File: src/fld_pkg.sv
// Shared types and constants of the flight landing detector.
// No dependencies; compiled before every other file of the block.
`timescale 1ns / 1ps
`default_nettype none
package fld_pkg;

    localparam int ALT_W       = 24;
    localparam int IDX_W       = 12;
    localparam int QUEUE_DEPTH = 4;
    localparam int QPW         = $clog2(QUEUE_DEPTH);
    localparam int QCW         = $clog2(QUEUE_DEPTH + 1);

    localparam logic REQ_TRIGGER = 1'b0;
    localparam logic REQ_SAMPLE  = 1'b1;

    localparam logic [1:0] MODE_PRE  = 2'd0;
    localparam logic [1:0] MODE_FLY  = 2'd1;
    localparam logic [1:0] MODE_LAND = 2'd2;
    localparam logic [1:0] MODE_FAIL = 2'd3;

    localparam logic [1:0] REASON_NONE = 2'd0;
    localparam logic [1:0] REASON_DEV  = 2'd1;
    localparam logic [1:0] REASON_FULL = 2'd2;

    typedef enum logic [3:0] {
        ST_PRE  = 4'b0001,
        ST_FLY  = 4'b0010,
        ST_LAND = 4'b0100,
        ST_FAIL = 4'b1000
    } t_mode;

    // One queued item after classification.
    typedef struct packed {
        logic                    is_sample;
        logic signed [ALT_W-1:0] altitude;
    } t_item;

    // What the statistics pipeline hands to the sequencer for one item.
    typedef struct packed {
        logic is_sample;
        logic near;
    } t_verdict;

endpackage
`default_nettype wire

File: src/fld_if.sv
// Valid/ready channel interfaces of the flight landing detector.
// Depends on fld_pkg for the field widths.
`timescale 1ns / 1ps
`default_nettype none
interface fld_in_if;
    logic                            valid;
    logic                            ready;
    logic                            req_type;
    logic signed [fld_pkg::ALT_W-1:0] altitude;

    modport source (output valid, output req_type, output altitude, input ready);
    modport sink   (input valid, input req_type, input altitude, output ready);
endinterface

`default_nettype wire

File: src/fld_front.sv
// Front end: accepts input items, classifies them and queues them for the back end.
// Depends on fld_pkg and fld_in_if.
`timescale 1ns / 1ps
`default_nettype none
module fld_front (
    input  logic           i_clk,
    input  logic           i_rst_n,
    fld_in_if.sink         i_in,
    input  logic           i_pop,
    output logic           o_valid,
    output fld_pkg::t_item o_item
);
    import fld_pkg::*;

    t_item            r_mem [QUEUE_DEPTH];
    logic [QPW-1:0]   r_wr;
    logic [QPW-1:0]   r_rd;
    logic [QCW-1:0]   r_cnt;
    logic             push;
    logic             pop;
    t_item            in_item;

    assign i_in.ready = (r_cnt != QCW'(QUEUE_DEPTH));
    assign push       = i_in.valid && i_in.ready;
    assign o_valid    = (r_cnt != '0);
    assign pop        = i_pop && o_valid;
    assign o_item     = r_mem[r_rd];

    always_comb begin
        in_item.is_sample = (i_in.req_type == REQ_SAMPLE);
        in_item.altitude  = i_in.altitude;
    end

    always_ff @(posedge i_clk) begin
        if (push) begin
            r_mem[r_wr] <= in_item;
        end
    end

    always_ff @(posedge i_clk) begin
        if (!i_rst_n) begin
            r_wr  <= '0;
            r_rd  <= '0;
            r_cnt <= '0;
        end else begin
            if (push) begin
                r_wr <= r_wr + QPW'(1);
            end
            if (pop) begin
                r_rd <= r_rd + QPW'(1);
            end
            if (push && !pop) begin
                r_cnt <= r_cnt + QCW'(1);
            end else if (pop && !push) begin
                r_cnt <= r_cnt - QCW'(1);
            end
        end
    end

endmodule
`default_nettype wire

File: src/flat_wrapper.sv
// flat-port wrapper written by rule: the top's interface ports become plain ports
module fld_front_flat import fld_pkg::*;
  (i_clk, i_rst_n, i_pop, o_valid, o_item, i_in_valid, i_in_req_type, i_in_altitude, i_in_ready);
  fld_in_if i_in_i ();
  input  logic i_clk;
  input  logic i_rst_n;
  input  logic i_pop;
  output logic o_valid;
  output fld_pkg::t_item o_item;
  input wire logic [$bits(i_in_i.valid)-1:0] i_in_valid;
  input wire logic [$bits(i_in_i.req_type)-1:0] i_in_req_type;
  input wire logic [$bits(i_in_i.altitude)-1:0] i_in_altitude;
  output wire logic [$bits(i_in_i.ready)-1:0] i_in_ready;
  assign i_in_i.valid = i_in_valid;
  assign i_in_i.req_type = i_in_req_type;
  assign i_in_i.altitude = i_in_altitude;
  assign i_in_ready = i_in_i.ready;
  fld_front u_core (.i_clk(i_clk), .i_rst_n(i_rst_n), .i_in(i_in_i), .i_pop(i_pop), .o_valid(o_valid), .o_item(o_item));
endmodule
File: config.mk
export PLATFORM = sky130hd
export DESIGN_NAME = fld_front_flat
export DESIGN_NICKNAME = d
export VERILOG_FILES = /design/src/fld_pkg.sv /design/src/fld_if.sv /design/src/fld_front.sv /design/src/flat_wrapper.sv
export SDC_FILE = /design/constraint.sdc
export NUM_CORES = 1
export LEC_CHECK = 0
export BUFFER_PORTS_ARGS = -buffer_cell sky130_fd_sc_hd__buf_2
export CORE_UTILIZATION = 50
export DETAILED_ROUTE_END_ITERATION = 10
export PLACE_DENSITY = 0.78
export SYNTH_ARGS = -nofsm -noshare
export SYNTH_HDL_FRONTEND = slang
export SYNTH_SLANG_ARGS = --single-unit
File: constraint.sdc
create_clock -name i_clk -period 2.9 [get_ports i_clk]
set_input_delay 0.87 -clock i_clk [delete_from_list [all_inputs] [get_ports i_clk]]
set_output_delay 0.87 -clock i_clk [all_outputs]
set_load 0.02 [all_outputs]
==> flow_summary.yaml <==
routing:
  drt_first_pass_iters: 6
  wl_per_cell_um: 17.7
  viasPerCell: 5.21
  drtAntennaViolNets: 0
  drt_wl_total_um: 6230
  num_vias: 1840
  post-route-drc-count: 0
  drt_iter0_markers: 78
synth:
  netlist_area_um2: 4140
  seq_area_frac_synth_pct: 76.9
  synthMuxAreaShare_pct: 14.4
  synth_area_leaders: "edfxtp_1 (73%), mux4_2 (13%), dfxtp_1 (4.4%)"
  synth_top_flop_cell: "edfxtp_1"
  synth_warnings: 0
  synth_edf_count: 100
  synth-simple-area-share_pct: 2.24
  synth_cell_types: 26
  synth-seq-cells: 109
  synth.avg_cell_area_um2: 23.1
  synth_top_area_share_pct: 72.5
  synth-compound-area-share_pct: 1.66
  synth.largest_area_cell: "edfxtp_1"
  synth-async-reset-ratio_pct: 0
  syn_nets: 214
  synth-xor-area-share_pct: 0.846
  synth_cells: 179
  synth_fa_ha_area_share_pct: 1.99
  synth_top_family_by_area: "multiplexers"
sta:
  setup_tns_ns: 0
  hold_viol: 0
  period_needed_ns: 2.61
  setup_violations: 0
  holdWs_ns: 0.505
  fin_worst_skew_ns: 0.00518
  rsz0062_at_grt: "false"
  fmax_mhz: 384
  slew_headroom_pct: 74.1
  slew_violations: 0
  worst_pin_slew_ns: 0.388
  period_share_pct: 89.8
clocking:
  cts_tree: "yes"
  cts_max_level: 3
  cts-buffers-inserted: 9
  cts_resized: 0
  postCtsSetupRepairBufs: 0
  root_buffer: "clkbuf_8"
  path_clk_slew_ns: 0.09
  holdBufCountCts: 0
  clockBufferDepth: 2
  clock_sinks: 109
  clock_latency_ns: 0.36
finish:
  layoutNonFillerInstCount: 353
  num_antenna_cells: 0
  areaGrowthSynthToFinish_pct: 14.4
  final_area_um2: 4730
  fill_cells: 591
  seq_area_um2: 3180
  multi_input_comb_area_um2: 876
  fin_nets: 281
  finish.utilization_pct: 60.3
  layout-drive-gt1-share_pct: 42.6
global_routing:
  grt_pass1_wl_um: 9860
  grt_pass1_vias: 1946
  antenna_found_initial: 0
  grt_max_degree: 26
  grt_remaining_overflow: 0
  grtUsageTotal_pct: 16.2
flow_run:
  drv_cap: 0
critical_path:
  crit_required_ns: 2.03
  r2r_start: "u_core.r_cnt[0]$_SDFFE_PN0P_"
  cp-start-kind: "register"
  end_kind: "output port"
  crit_arrival_ns: 1.74
  critPathKind: "reg2out"
  cp_max_fo: 16
die:
  die_width_um: 93.0
  rows: 32
  die_y_um: 93.0
  ioPinCount: 56
  start_util_pct: 52.8
  core_um2: 7850
  floorplan.die_area_um2: 8650
pwr:
  power_frac_clock_pct: 22.1
  power_frac_comb_pct: 28.4
  ir_worst_vdd_uv: 329
  intPower_mw: 2.83
  pwr-share-seq_pct: 49.4
  power.density_nw_per_um2: 850
  swShare_pct: 29.6
  p_leak_nw: 1.62
  p_switching_mw: 1.19
hold_path:
  min_path_type: "reg2reg"
  hold_start: "u_core.r_wr[1]$_SDFFE_PN0P_"
placement:
  hpwl_um: 3890
  portBuffers: 55
  placed_area_um2: 4530
  place.gp.congestion: 0.719
  place_inst: 337
run_status:
  status: "complete, no violations"
-- path summary, 6_finish.rpt --
path	endpoint	slack, ns	cells after the start
min reg2reg	u_core.r_wr[1]$_SDFFE_PN0P_	0.50	2
max	o_item[14]	0.29	3
min	u_core.r_wr[1]$_SDFFE_PN0P_	0.50	2
max reg2reg	u_core.r_cnt[2]$_SDFFE_PN0P_	0.63	8
-- per-stage QoR --
step | worst slack (ns) | total power, mW
6_report | 0.295 | 4.02
5_1_grt | 0.182 | 4.23
4_1_cts | 0.244 | 4.08
3_5_place_dp | 0.320 | 3.20
3_3_place_gp | 0.415 | 3.17
2_1_floorplan | 0.547 | 2.91
-- state kept, by name, indices dropped and copies added, names as in the netlist, named ones only --
signal,flops
u_core.r_mem,100
u_core.r_cnt,3
u_core.r_rd,2
u_core.r_wr,2
-- metal layers --
metal / track usage [%] / share of wire, % / routed length [µm]
met2: 27.3 / 54 / 3340
met5: 0 / 0 / 0
met1: 19.8 / 41 / 2530
met3: 3.09 / 3.5 / 219
met4: 8.85 / 2.2 / 140
-- cells by family (layout without fill, tap and decap cells) --
| group | after synthesis | count (layout) |
|---|---|---|
| multiplexers | 28 | 28 |
| flip-flops | 109 | 109 |
| AND/OR/NAND/NOR | 17 | 17 |
| XOR/XNOR | 4 | 4 |
| AO/OA/AOI/OAI | 5 | 5 |
| adder cells (fa/ha/maj) | 6 | 6 |
| buffers and inverters | 10 | 82 |
-- synthesized netlist by cell type, types with 2 or more instances --
library cell,n
ha_1,5
and2_1,8
nand2_1,5
mux2i_1,3
dfxtp_1,9
buf_12,2
inv_1,3
xnor2_1,3
mux4_2,24
buf_2,2
edfxtp_1,100
-- critical path, stage by stage, from the launching register on --
cell	delay, ns
dfxtp_2	0.33
buf_4	0.31
mux4_2	0.55
buf_2	0.18
-- cell type report --
cell class | count | area share [%]
Clock buffer | 10 | 2.70
Clock inverter | 6 | 1.53
Inverter | 3 | 0.238
Multi-Input combinational cell | 60 | 18.5
Sequential cell | 109 | 67.3
Tap cell | 102 | 2.70
Timing Repair Buffer | 63 | 7.08
-- layout by cell type, fill, tap and decap left out, drive strengths merged --
| cell type | n |
|---|---|
| inv | 4 |
| clkinvlp | 1 |
| edfxtp | 100 |
| clkinv | 3 |
| nor2b | 1 |
| o31ai | 1 |
| or3 | 2 |
| buf | 63 |
| fa | 1 |
| mux4 | 25 |
| xnor2 | 3 |
| ha | 5 |
| bufinv | 1 |
| nor2 | 1 |
| dfxtp | 9 |
| o311ai | 1 |
| mux2i | 3 |
| clkbuf | 10 |
| o21ai | 1 |
| a21boi | 2 |
| nand2 | 5 |
| and2 | 8 |
| xor2 | 1 |
-- power by group through the flow --
stage | Combinational, mW | Sequential [mW] | Clock (mW)
3_3_place_gp | 1.15 | 2.02 | 0
4_1_cts | 1.17 | 1.99 | 0.919
3_5_place_dp | 1.17 | 2.03 | 0
6_report | 1.14 | 1.99 | 0.891
2_1_floorplan | 0.901 | 2.01 | 0
5_1_grt | 1.23 | 2.01 | 0.985
Note: power is estimated with default switching activity, not from simulation.
