===== src/fld_pkg.sv =====
// Shared types and constants of the flight landing detector.
// No dependencies; compiled before every other file of the block.
`timescale 1ns / 1ps
`default_nettype none
package fld_pkg;

    localparam int ALT_W       = 24;
    localparam int IDX_W       = 12;
    localparam int QUEUE_DEPTH = 4;
    localparam int QPW         = $clog2(QUEUE_DEPTH);
    localparam int QCW         = $clog2(QUEUE_DEPTH + 1);

    localparam logic REQ_TRIGGER = 1'b0;
    localparam logic REQ_SAMPLE  = 1'b1;

    localparam logic [1:0] MODE_PRE  = 2'd0;
    localparam logic [1:0] MODE_FLY  = 2'd1;
    localparam logic [1:0] MODE_LAND = 2'd2;
    localparam logic [1:0] MODE_FAIL = 2'd3;

    localparam logic [1:0] REASON_NONE = 2'd0;
    localparam logic [1:0] REASON_DEV  = 2'd1;
    localparam logic [1:0] REASON_FULL = 2'd2;

    typedef enum logic [3:0] {
        ST_PRE  = 4'b0001,
        ST_FLY  = 4'b0010,
        ST_LAND = 4'b0100,
        ST_FAIL = 4'b1000
    } t_mode;

    // One queued item after classification.
    typedef struct packed {
        logic                    is_sample;
        logic signed [ALT_W-1:0] altitude;
    } t_item;

    // What the statistics pipeline hands to the sequencer for one item.
    typedef struct packed {
        logic is_sample;
        logic near;
    } t_verdict;

endpackage
`default_nettype wire


===== src/fld_if.sv =====
// Valid/ready channel interfaces of the flight landing detector.
// Depends on fld_pkg for the field widths.
`timescale 1ns / 1ps
`default_nettype none


interface fld_out_if;
    logic                      valid;
    logic                      ready;
    logic [1:0]                mode;
    logic                      landed_now;
    logic [1:0]                land_reason;
    logic [fld_pkg::IDX_W-1:0] sample_index;

    modport source (output valid, output mode, output landed_now, output land_reason,
                    output sample_index, input ready);
    modport sink   (input valid, input mode, input landed_now, input land_reason,
                    input sample_index, output ready);
endinterface
`default_nettype wire


===== src/fld_seq.sv =====
// Back end sequencer: flight mode, sample count and the registered result item.
// Depends on fld_pkg and fld_out_if; drives the advance of the statistics pipeline.
`timescale 1ns / 1ps
`default_nettype none
module fld_seq #(
    parameter int LOG_DEPTH  = 2048,
    parameter int WINDOW_LEN = 5
) (
    input  logic              i_clk,
    input  logic              i_rst_n,
    input  logic              i_valid,
    input  fld_pkg::t_verdict i_verdict,
    input  logic              i_cfg_we,
    input  logic              i_cfg_wdata,
    output logic              o_en,
    fld_out_if.source         o_out
);
    import fld_pkg::*;

    localparam int CNTW = $clog2(LOG_DEPTH + 1);
    localparam int CMPW = CNTW + 6;

    t_mode            r_mode;
    t_mode            n_mode;
    logic [CNTW-1:0]  r_count;
    logic [CNTW-1:0]  n_count;
    logic [CNTW-1:0]  cnt_inc;
    logic             landed;
    logic [1:0]       reason;
    logic             check;
    logic             r_out_valid;
    logic [1:0]       r_out_mode;
    logic             r_out_landed;
    logic [1:0]       r_out_reason;
    logic [IDX_W-1:0] r_out_index;

    function automatic logic [1:0] mode_code(input t_mode m);
        logic [1:0] c;
        unique case (m)
            ST_PRE:  c = MODE_PRE;
            ST_FLY:  c = MODE_FLY;
            ST_LAND: c = MODE_LAND;
            ST_FAIL: c = MODE_FAIL;
            default: c = MODE_FAIL;
        endcase
        return c;
    endfunction

    assign o_en = !r_out_valid || o_out.ready;

    always_comb begin
        n_mode  = r_mode;
        n_count = r_count;
        landed  = 1'b0;
        reason  = REASON_NONE;
        cnt_inc = (r_count < CNTW'(LOG_DEPTH)) ? r_count + CNTW'(1) : r_count;
        check   = (CMPW'(r_count) >= CMPW'(WINDOW_LEN + 1));
        if (!i_verdict.is_sample) begin
            if (r_mode != ST_FAIL) begin
                n_mode  = ST_FLY;
                n_count = '0;
            end
        end else if (r_mode == ST_FLY) begin
            n_count = cnt_inc;
            // A passing test takes precedence over a full store.
            if (check && i_verdict.near) begin
                n_mode = ST_LAND;
                landed = 1'b1;
                reason = REASON_DEV;
            end else if (cnt_inc == CNTW'(LOG_DEPTH)) begin
                n_mode = ST_LAND;
                landed = 1'b1;
                reason = REASON_FULL;
            end
        end
    end

    always_ff @(posedge i_clk) begin
        if (!i_rst_n) begin
            r_mode      <= ST_PRE;
            r_count     <= '0;
            r_out_valid <= 1'b0;
        end else begin
            if (i_cfg_we) begin
                if (i_cfg_wdata) begin
                    r_mode <= ST_FAIL;
                end else if (r_mode == ST_FAIL) begin
                    r_mode  <= ST_PRE;
                    r_count <= '0;
                end
            end else if (o_en && i_valid) begin
                r_mode  <= n_mode;
                r_count <= n_count;
            end
            if (o_en) begin
                r_out_valid <= i_valid;
            end
        end
    end

    always_ff @(posedge i_clk) begin
        if (o_en && i_valid) begin
            r_out_mode   <= mode_code(n_mode);
            r_out_landed <= landed;
            r_out_reason <= reason;
            r_out_index  <= IDX_W'(n_count);
        end
    end

    assign o_out.valid        = r_out_valid;
    assign o_out.mode         = r_out_mode;
    assign o_out.landed_now   = r_out_landed;
    assign o_out.land_reason  = r_out_reason;
    assign o_out.sample_index = r_out_index;

endmodule
`default_nettype wire


===== src/flat_wrapper.sv =====
// flat-port wrapper written by rule: the top's interface ports become plain ports
module fld_seq_flat import fld_pkg::*;
#(
    parameter int LOG_DEPTH  = 2048,
    parameter int WINDOW_LEN = 5
)
  (i_clk, i_rst_n, i_valid, i_verdict, i_cfg_we, i_cfg_wdata, o_en, o_out_valid, o_out_mode, o_out_landed_now, o_out_land_reason, o_out_sample_index, o_out_ready);
  fld_out_if o_out_i ();
  input  logic i_clk;
  input  logic i_rst_n;
  input  logic i_valid;
  input  fld_pkg::t_verdict i_verdict;
  input  logic i_cfg_we;
  input  logic i_cfg_wdata;
  output logic o_en;
  output wire logic [$bits(o_out_i.valid)-1:0] o_out_valid;
  output wire logic [$bits(o_out_i.mode)-1:0] o_out_mode;
  output wire logic [$bits(o_out_i.landed_now)-1:0] o_out_landed_now;
  output wire logic [$bits(o_out_i.land_reason)-1:0] o_out_land_reason;
  output wire logic [$bits(o_out_i.sample_index)-1:0] o_out_sample_index;
  input wire logic [$bits(o_out_i.ready)-1:0] o_out_ready;
  assign o_out_valid = o_out_i.valid;
  assign o_out_mode = o_out_i.mode;
  assign o_out_landed_now = o_out_i.landed_now;
  assign o_out_land_reason = o_out_i.land_reason;
  assign o_out_sample_index = o_out_i.sample_index;
  assign o_out_i.ready = o_out_ready;
  fld_seq #(.LOG_DEPTH(LOG_DEPTH), .WINDOW_LEN(WINDOW_LEN)) u_core (.i_clk(i_clk), .i_rst_n(i_rst_n), .i_valid(i_valid), .i_verdict(i_verdict), .i_cfg_we(i_cfg_we), .i_cfg_wdata(i_cfg_wdata), .o_en(o_en), .o_out(o_out_i));
endmodule

===== config.mk =====
export PLATFORM = sky130hd
export DESIGN_NAME = fld_seq_flat
export DESIGN_NICKNAME = d
export VERILOG_FILES = /design/src/fld_pkg.sv /design/src/fld_if.sv /design/src/fld_seq.sv /design/src/flat_wrapper.sv
export SDC_FILE = /design/constraint.sdc
export NUM_CORES = 1
export LEC_CHECK = 0
export BUFFER_PORTS_ARGS = -buffer_cell sky130_fd_sc_hd__clkbuf_2
export CORE_ASPECT_RATIO = 1.4
export CORE_MARGIN = 5
export CORE_UTILIZATION = 40
export CTS_BUF_LIST = sky130_fd_sc_hd__clkbuf_8 sky130_fd_sc_hd__clkbuf_16
export CTS_CLUSTER_DIAMETER = 150
export DETAILED_ROUTE_END_ITERATION = 12
export SYNTH_ARGS = -nofsm -noshare
export SYNTH_HDL_FRONTEND = slang
export SYNTH_SLANG_ARGS = --single-unit

===== constraint.sdc =====
create_clock -name i_clk -period 5.53 [get_ports i_clk]
set_input_delay 0.8295 -clock i_clk [delete_from_list [all_inputs] [get_ports i_clk]]
set_output_delay 0.8295 -clock i_clk [all_outputs]
set_load 0.02 [all_outputs]

==> impl_metrics.csv, run 1 <==
group,metric,value,unit
timing,fin_tns_setup,0,ns
final_layout,multi_input_comb_area,1000,um^2
die,die_h,93.1,um
worst_setup_path,path_class,"reg2reg",
die,chipWidth,69.3,um
synth,yosys_warnings,0,
worst_setup_path,critical_path_arrival,2.54,ns
timing,slew_headroom,0.302,
timing,max_freq,0.400,GHz
worst_hold_path,min_from,"u_core.o_out.valid$_SDFFE_PN0N_",
worst_setup_path,r2r_end,"u_core.o_out.mode[0]$_DFFE_PP_",
worst_setup_path,critical-path-slowest-cell,"dfxtp_1",
final_layout,final_cell_mix,"clkbuf_2 (26), nand2_1 (18), edfxtp_1 (17), dfxtp_1 (17)",
synth,synth_top_flop_cell,"edfxtp_1",
worst_setup_path,r2r-start,"u_core.r_count[0]$_SDFFE_PN0P_",
die,rows,30,
worst_setup_path,path_max_fanout,7,
pwr,power_density,229,nW/um^2
placed_design,gp_congestion,0.907,
routing,wirelength,4870,um
final_layout,layout-drive-gt1-share,0.189,
global_route,grt_pass1_wl,7990,um
final_layout,antenna_cells,0,
synth,synth_cell_type_count,53,
pwr,power.static_leakage,0.000821,uW
final_layout,mostFrequentLayoutCell,"clkbuf_2",
timing,worst_pin_slew,1.04,ns
global_route,grt_pass1_vias,1614,
clock_network,insertion_delay,0.28,ns
worst_setup_path,required,5.57,ns
job,cap_violations,0,
routing,drc_errors,0,
synth,syn-num-nets,225,
worst_hold_path,min_to,"u_core.o_out.valid$_SDFFE_PN0N_",
synth,ys_seq_area_frac,0.432,
worst_hold_path,hold_class,"reg2reg",
synth,synth_area_per_cell,9.17,um^2
worst_setup_path,cp-end-kind,"flop",
global_route,grt_max_degree,19,
timing,min_period_over_period,0.452,
synth,synth-edff-count,17,
final_layout,area_growth,10.4,%
worst_setup_path,critical_path.max_stage_delay,0.47,ns
pwr,ir_worst_vdd,0.000126,V
timing,drv_slew,0,
placed_design,placed_area,2100,um^2
final_layout,fin_util,0.453,
placed_design,hpwl,3480,um
clock_network,ctsHtreeMaxLevel,2,
final_layout,regArea,851,um^2
clock_network,post_cts_buffers,0,
worst_setup_path,reg2reg_slack,3.03,ns
routing,vias,1660,
timing,period_needed,2.50,ns
clock_network,cts_resized,0,
status,outcome,"completed",
timing,clock-skew-final,0.00404,ns
synth,ys_ff_latch,34,
global_route,antenna_found_initial,0,
routing,drt_iter0_markers,74,
clock_network,path_clk_slew,0.07,ns
timing,finalSetupViolCount,0,
die,start_util,0.410,
worst_setup_path,crit_chain,"inv_1, ha_1, or3b_2, a21oi_1, o22ai_1, a2111o_1, nor2b_4, o41a_1",
clock_network,clock_sinks,34,
clock_network,ctsRootBufferMaster,"clkbuf_8",
final_layout,final_area,2180,um^2
synth,synthesis.area,1970,um^2
routing,drtPass1Iterations,4,
routing,drt-vias-per-instance,5.59,
routing,wl_per_cell,16.4,um
synth,synthArstFlopShare,0,
synth,syn_inst,215,
worst_setup_path,critPathLaunchType,"flop",
clock_network,cts-buffers-inserted,5,
clock_network,ctsLongestPathBuffers,2,
final_layout,num-nets-final,242,
final_layout,n_fill_cell,517,
clock_network,cts_tree,"built",
die,pin_count,27,
global_route,track_usage,0.157,
worst_hold_path,hold_path_depth,2,
global_route,grt_overflow,0,
placed_design,portBuffers,26,
die,coreArea,4800,um^2
worst_setup_path,reg2reg_depth,8,
routing,antenna_left,0,
clock_network,cts_hold_buf,0,
die,fp.dieArea,6450,um^2
timing,hold_viol_final,0,
timing,rsz0062_at_grt,"no",
==> through the flow <==
step                worst slack (ns)  hold slack, ns  std cells  total power, uW
floorplan                       3.08           0.481        215              317
global placement                2.85           0.522        289              332
detailed placement              2.79           0.535        289              333
CTS                             3.03           0.548        297              507
global route                    2.89           0.585        297              521
finish                          3.03           0.537        297              498
==> state kept, by name, indices dropped and copies added, names as in the netlist <==
| signal | flops |
|---|---|
| u_core.o_out.sample_index | 12 |
| u_core.o_out.land_reason | 2 |
| u_core.o_out.valid | 1 |
| u_core.r_mode | 4 |
| u_core.o_out.landed_now | 1 |
| u_core.r_count | 12 |
| u_core.o_out.mode | 2 |
==> kinds of logic (layout without fill, tap and decap cells) <==
family,count (synthesis),count (layout),share of synthesized area
fa+ha+maj,2,2,0.0127
compound gates,57,57,0.206
xor+xnor,7,7,0.0311
simple gates,91,91,0.260
buf+inv,24,42,0.0584
flops,34,34,0.432
==> worst max-delay path by stage <==
stage                                              start                        endpoint  cells past startpoint
after global placement                      i_verdict[1]  u_core.o_out.mode[0]$_DFFE_PP_                      7
after global routing      u_core.r_count[0]$_SDFFE_PN0P_  u_core.o_out.mode[0]$_DFFE_PP_                      8
after floorplan                             i_verdict[1]  u_core.o_out.mode[0]$_DFFE_PP_                      7
after CTS                 u_core.r_count[0]$_SDFFE_PN0P_  u_core.o_out.mode[0]$_DFFE_PP_                      8
final                     u_core.r_count[0]$_SDFFE_PN0P_  u_core.o_out.mode[0]$_DFFE_PP_                      8
after detailed placement                    i_verdict[1]  u_core.o_out.mode[0]$_DFFE_PP_                      7
==> per-layer routing <==
layer  global-route usage  routed length, um  up-vias
li1                     -                  -      831
met2                0.268               2430       48
met1                0.177               2020      765
met3               0.0344                212       16
met5                    0                  0        -
met4               0.0928                206        0
==> report_power, final <==
part,leakage (uW),internal (uW),switching [uW]
Combinational,0.000473,15.4,33.6
Clock,0.0000407,84.0,87.5
Sequential,0.000307,273,4.23
==> final cells by class <==
type / count / share of cell area
Clock inverter: 3 / 0.00518
Multi-Input combinational cell: 157 / 0.462
Inverter: 8 / 0.0138
Tap cell: 64 / 0.0368
Clock buffer: 5 / 0.0316
Timing Repair Buffer: 26 / 0.0598
Sequential cell: 34 / 0.391
==> Yosys cell counts (2+ instances only) <==
| cell type | instances | area share |
|---|---|---|
| a21oi_1 | 7 | 0.018 |
| nand3_1 | 12 | 0.030 |
| and4b_1 | 2 | 0.010 |
| ha_1 | 2 | 0.013 |
| clkbuf_1 | 6 | 0.011 |
| nor4b_2 | 2 | 0.015 |
| o21ai_0 | 14 | 0.036 |
| nand3b_1 | 3 | 0.011 |
| xnor2_1 | 5 | 0.022 |
| xor2_1 | 2 | 0.0089 |
| nand4_1 | 3 | 0.0095 |
| and3_1 | 5 | 0.016 |
| nand2b_1 | 2 | 0.0063 |
| a21boi_1 | 5 | 0.019 |
| nor4_1 | 5 | 0.016 |
| nor2b_1 | 4 | 0.013 |
| nor2_1 | 14 | 0.027 |
| nor3_1 | 10 | 0.025 |
| a21boi_0 | 5 | 0.019 |
| nand2_1 | 18 | 0.034 |
| a311oi_1 | 2 | 0.0089 |
| and2_1 | 3 | 0.0095 |
| inv_1 | 7 | 0.013 |
| buf_2 | 8 | 0.020 |
| o21ai_1 | 2 | 0.0051 |
| buf_6 | 2 | 0.011 |
| dfxtp_1 | 17 | 0.17 |
| o22ai_1 | 2 | 0.0063 |
| a22oi_1 | 2 | 0.0076 |
| nor2_2 | 2 | 0.0063 |
| a21o_1 | 3 | 0.011 |
| o31ai_1 | 2 | 0.0076 |
| edfxtp_1 | 17 | 0.26 |
==> critical path: cells and delay by family, from the launching register on <==
family	cells	cell delay, ns
flops	1	0.47
fa+ha+maj	1	0.34
buf+inv	1	0.10
simple gates	2	0.61
compound gates	4	0.73
(Power assumes the default switching activity.)
==> inputs of run 2 (changes only) <==
==> constraint.sdc (replaced) <==
create_clock -name i_clk -period 2.35 [get_ports i_clk]
set_input_delay 0.3525 -clock i_clk [delete_from_list [all_inputs] [get_ports i_clk]]
set_output_delay 0.3525 -clock i_clk [all_outputs]
set_load 0.02 [all_outputs]
==> impl_metrics.csv, run 2 (synthesis gave the netlist of run 1 again) <==
group,metric,value,unit
status,outcome,"completed",
worst_setup_path,path_class,"reg2reg",
worst_hold_path,hold_path_depth,3,
final_layout,mostFrequentLayoutCell,"clkbuf_2",
routing,vias,1732,
clock_network,insertion_delay,0.28,ns
placed_design,hpwl,3660,um
clock_network,ctsHtreeMaxLevel,2,
global_route,grt_pass1_wl,8120,um
final_layout,antenna_cells,0,
timing,min_period_over_period,0.971,
worst_hold_path,min_from,"i_valid",
timing,worst_pin_slew,0.482,ns
pwr,p_seq_frac,0.538,
final_layout,final_cell_mix,"clkbuf_2 (26), nand2_1 (18), edfxtp_1 (17)",
pwr,total_power,1210,uW
clock_network,ctsLongestPathBuffers,2,
timing,drv_slew,0,
routing,wirelength,4950,um
final_layout,layout-drive-gt1-share,0.255,
global_route,track_usage,0.158,
placed_design,place_inst,303,
pwr,netSwitchingPower,296,uW
timing,period_needed,2.28,ns
final_layout,layout.cells.non_filler,311,
worst_setup_path,cp-end-kind,"flop",
final_layout,regArea,852,um^2
timing,max_freq,0.438,GHz
worst_setup_path,cp-startpoint,"u_core.r_count[0]$_SDFFE_PN0P_",
die,die_h,93.1,um
pwr,comb_power_share,0.102,
clock_network,cts_hold_buf,0,
routing,drc_errors,0,
routing,drtPass1Iterations,4,
timing,slew_headroom,0.678,
pwr,ir_worst_vdd,0.000423,V
worst_setup_path,reg2reg_depth,8,
worst_setup_path,critPathLaunchType,"flop",
final_layout,multi_input_comb_area,1010,um^2
die,rows,30,
timing,rsz0062_at_grt,"yes",
timing,finalSetupViolCount,0,
final_layout,area_growth,16.7,%
die,fp.dieArea,6450,um^2
timing,clock-skew-final,0.00527,ns
final_layout,n_fill_cell,505,
global_route,grt_max_degree,19,
routing,drt-vias-per-instance,5.57,
clock_network,ctsRootBufferMaster,"clkbuf_8",
routing,drt_iter0_markers,88,
die,coreArea,4800,um^2
worst_hold_path,hold_class,"in2reg",
die,start_util,0.410,
worst_setup_path,r2r_end,"u_core.o_out.mode[0]$_DFFE_PP_",
global_route,grt_pass1_vias,1688,
clock_network,cts_tree,"built",
clock_network,clock_sinks,34,
pwr,clkPwrFrac,0.360,
placed_design,gp_congestion,0.936,
worst_setup_path,r2r-start,"u_core.r_count[0]$_SDFFE_PN0P_",
global_route,grt_overflow,0,
routing,antenna_left,0,
global_route,antenna_found_initial,0,
job,cap_violations,0,
timing,hold_viol_final,0,
worst_hold_path,min_to,"u_core.o_out.valid$_SDFFE_PN0N_",
final_layout,num-nets-final,256,
die,pin_count,27,
pwr,swShare,0.244,
pwr,power.static_leakage,0.000903,uW
placed_design,portBuffers,26,
pwr,power_density,527,nW/um^2
pwr,p_int,916,uW
clock_network,path_clk_slew,0.07,ns
worst_setup_path,reg2reg_slack,0.07,ns
worst_setup_path,path_max_fanout,5,
worst_setup_path,required,2.38,ns
die,chipWidth,69.3,um
clock_network,cts-buffers-inserted,5,
worst_setup_path,critical_path_arrival,2.31,ns
routing,wl_per_cell,15.9,um
==> run 2: changes by cell type in the layout (fill, tap and decap cells not counted) <==
cell,before,now
buf_4,0,14
clkinv_1,3,0
a21oi_1,7,6
a21oi_2,0,1
clkbuf_8,5,6
clkinv_2,0,1
dfxtp_1,17,16
dfxtp_2,0,1
inv_1,7,8
nor2b_1,4,3
nor2b_2,0,1
==> run 2: critical path, cell delays in order (launching register included) <==
cell and delay (ns):
dfxtp_2 0.37, inv_1 0.07, ha_1 0.29, or3b_2 0.45
a21oi_2 0.14, o22ai_1 0.10, a2111o_1 0.33, nor2b_4 0.16
o41a_1 0.12
==> run 2: how the worst max path moves through the flow <==
stage / to / slack [ns] / cells past startpoint
4_1_cts: u_core.o_out.mode[0]$_DFFE_PP_ / 0.05 / 8
5_1_grt: u_core.o_out.mode[0]$_DFFE_PP_ / -0.008 / 8
3_3_place_gp: u_core.o_out.mode[0]$_DFFE_PP_ / 0.07 / 8
6_report: u_core.o_out.mode[0]$_DFFE_PP_ / 0.07 / 8
2_1_floorplan: u_core.o_out.mode[0]$_DFFE_PP_ / 0.07 / 8
3_5_place_dp: u_core.o_out.mode[0]$_DFFE_PP_ / 0.006 / 8
==> run 2: power groups by stage <==
stage	registers [uW]	logic, uW	clock network, uW
floorplan	685	60.8	0
global placement	665	125	0
detailed placement	666	125	0
CTS	652	126	450
global route	654	136	474
finish	652	124	436
==> run 2: final cells by class <==
| cell class | instances | area share |
|---|---|---|
| clock inverters | 2 | 0.00381 |
| flip-flops and latches | 34 | 0.371 |
| well taps | 64 | 0.0348 |
| clock buffers | 6 | 0.0359 |
| multi-input cells | 157 | 0.440 |
| inverters | 8 | 0.0131 |
| repair buffers | 40 | 0.102 |
==> run 2: stage by stage <==
stage	setup slack (ns)	utilization	instance area [um^2]	TNS, ns	hold WS, ns
after floorplan	0.0749	-	1970	0	0.481
after global placement	0.0719	0.458	2200	0	0.529
after detailed placement	0.00638	0.458	2200	0	0.529
after CTS	0.0515	0.477	2290	0	0.300
after global routing	-0.00828	0.479	2300	-0.00828	0.317
final	0.0690	0.479	2300	0	0.305
==> run 2: layer usage <==
metal	vias up	track usage	routed length, um
met4	0	0.0684	98
met2	37	0.290	2650
li1	851	-	-
met1	837	0.178	2050
met5	-	0	0
met3	7	0.0290	162
==> run 2: timing repair <==
| item | in CTS | in global routing |
|---|---|---|
| setup endpoints to repair | 1 | 2 |
| buffers inserted | 0 | 0 |
| resized for setup | 1 | 2 |
| cloned | 0 | 0 |
| pin swaps | 0 | 0 |
==> inputs of run 3 (changes only) <==
--- a/config.mk
+++ b/config.mk
@@ -5,13 +5,14 @@
 export SDC_FILE = /design/constraint.sdc
 export NUM_CORES = 1
 export LEC_CHECK = 0
-export BUFFER_PORTS_ARGS = -buffer_cell sky130_fd_sc_hd__clkbuf_2
 export CORE_ASPECT_RATIO = 1.4
 export CORE_MARGIN = 5
 export CORE_UTILIZATION = 40
 export CTS_BUF_LIST = sky130_fd_sc_hd__clkbuf_8 sky130_fd_sc_hd__clkbuf_16
 export CTS_CLUSTER_DIAMETER = 150
 export DETAILED_ROUTE_END_ITERATION = 12
+export DONT_BUFFER_PORTS = 1
+export REMOVE_ABC_BUFFERS = 1
 export SYNTH_ARGS = -nofsm -noshare
 export SYNTH_HDL_FRONTEND = slang
 export SYNTH_SLANG_ARGS = --single-unit
==> impl_metrics.csv, run 3 (synthesis gave the netlist of run 1 again) <==
group,metric,value,unit
global_route,grt_max_degree,19,
routing,antenna_left,0,
worst_setup_path,path_class,"reg2reg",
clock_network,ctsRootBufferMaster,"clkbuf_8",
pwr,power.static_leakage,0.000815,uW
final_layout,fin_util,0.465,
worst_setup_path,cp-end-kind,"flop",
die,rows,30,
die,start_util,0.410,
routing,drt_iter0_markers,129,
worst_setup_path,path_max_fanout,4,
worst_setup_path,critPathLaunchType,"flop",
clock_network,cts-buffers-inserted,5,
final_layout,num-nets-final,235,
placed_design,place_inst,279,
final_layout,area_growth,13.5,%
final_layout,n_fill_cell,511,
die,pin_count,27,
timing,period_needed,2.21,ns
timing,drv_slew,0,
routing,wirelength,5040,um
timing,min_period_over_period,0.939,
clock_network,insertion_delay,0.29,ns
timing,clock-skew-final,0.00344,ns
routing,drc_errors,0,
final_layout,mostFrequentLayoutCell,"buf_4",
clock_network,clock_sinks,34,
worst_setup_path,critical_path_arrival,2.24,ns
worst_setup_path,required,2.39,ns
global_route,track_usage,0.164,
timing,finalSetupViolCount,0,
die,die_h,93.1,um
timing,hold_viol_final,0,
placed_design,gp_congestion,0.982,
clock_network,cts_tree,"built",
worst_setup_path,critical-path-slowest-cell,"a2111o_1",
die,fp.dieArea,6450,um^2
status,outcome,"completed",
clock_network,path_clk_slew,0.07,ns
placed_design,hpwl,3700,um
worst_hold_path,hold_class,"in2reg",
timing,hold_ws,0.158,ns
routing,drt-vias-per-instance,5.72,
global_route,grt_overflow,0,
final_layout,layout-drive-gt1-share,0.204,
timing,rsz0062_at_grt,"no",
final_layout,final_cell_mix,"buf_4 (19), nand2_1 (18), edfxtp_1 (17)",
global_route,grt_pass1_vias,1668,
placed_design,portBuffers,0,
clock_network,cts_hold_buf,0,
worst_setup_path,reg2reg_slack,0.14,ns
global_route,antenna_found_initial,0,
routing,drtPass1Iterations,5,
worst_hold_path,hold_path_depth,1,
job,cap_violations,0,
routing,vias,1659,
final_layout,layout.cells.non_filler,290,
routing,wl_per_cell,17.4,um
worst_setup_path,crit_chain,"inv_2, ha_4, or3b_4, a21oi_2, o22ai_1, a2111o_1, nor2b_4, o41a_1",
clock_network,ctsLongestPathBuffers,2,
global_route,grt_pass1_wl,8300,um
pwr,ir_worst_vdd,0.000262,V
worst_setup_path,crit_cells,8,
worst_setup_path,crit_buf_inv,1,
timing,max_freq,0.453,GHz
worst_setup_path,reg2reg_depth,8,
pwr,power_density,535,nW/um^2
worst_setup_path,critical_path.max_stage_delay,0.39,ns
timing,fin_tns_setup,0,ns
timing,worst_pin_slew,0.472,ns
final_layout,antenna_cells,0,
die,coreArea,4800,um^2
timing,slew_headroom,0.685,
worst_setup_path,crit_family,"compound AO/OA/AOI/OAI gates",
die,chipWidth,69.3,um
clock_network,ctsHtreeMaxLevel,2,
run 3: changes by cell type in the layout (fill, tap and decap cells not counted), sizes merged:
| cell | previous run | this run |
|---|---|---|
| buf | 14 | 19 |
| clkbuf | 32 | 6 |
run 3: power breakdown:
| part | internal (uW) | total, uW | switching (uW) | leakage, uW |
|---|---|---|---|---|
| clock | 232 | 445 | 213 | 0.0000524 |
| sequential | 644 | 676 | 32.8 | 0.000308 |
| combinational | 28.8 | 76.2 | 47.3 | 0.000455 |
run 3: metrics by stage:
step / cell area, um^2 / power [uW] / setup slack (ns)
2_1_floorplan: 1890 / 737 / 0.0747
3_3_place_gp: 2090 / 767 / 0.0607
3_5_place_dp: 2090 / 768 / 0.0231
4_1_cts: 2180 / 1210 / 0.0342
5_1_grt: 2240 / 1240 / 0.00932
6_report: 2240 / 1200 / 0.143
run 3: worst paths after layout:
check | endpoint | startpoint
worst min-delay path | u_core.r_mode[0]$_SDFFE_PN1P_ | i_rst_n
worst min register to register | u_core.r_mode[3]$_SDFFE_PN0P_ | u_core.r_mode[3]$_SDFFE_PN0P_
worst max register to register | u_core.o_out.mode[0]$_DFFE_PP_ | u_core.r_count[0]$_SDFFE_PN0P_
worst max-delay path | u_core.o_out.mode[0]$_DFFE_PP_ | u_core.r_count[0]$_SDFFE_PN0P_
run 3: layout make-up:
class                           instances  area, um^2  share of cell area
Tap cell                               64        80.1              0.0358
Clock buffer                            6        82.6              0.0369
Multi-Input combinational cell        157        1040               0.464
Inverter                                8        30.0              0.0134
Sequential cell                        34         853               0.382
Clock inverter                          2        8.76             0.00392
Timing Repair Buffer                   19         143              0.0638
run 3: layer usage:
metal,GRT usage,up-vias,share of wire
li1,-,813,-
met1,0.182,791,0.40
met2,0.296,45,0.53
met3,0.0376,10,0.040
met4,0.0765,0,0.027
met5,0,-,0
run 3: timing repair:
item,CTS,global route
setup buffers,0,3
pin swaps,0,1
gates resized for setup,1,8
setup endpoints to repair,1,3
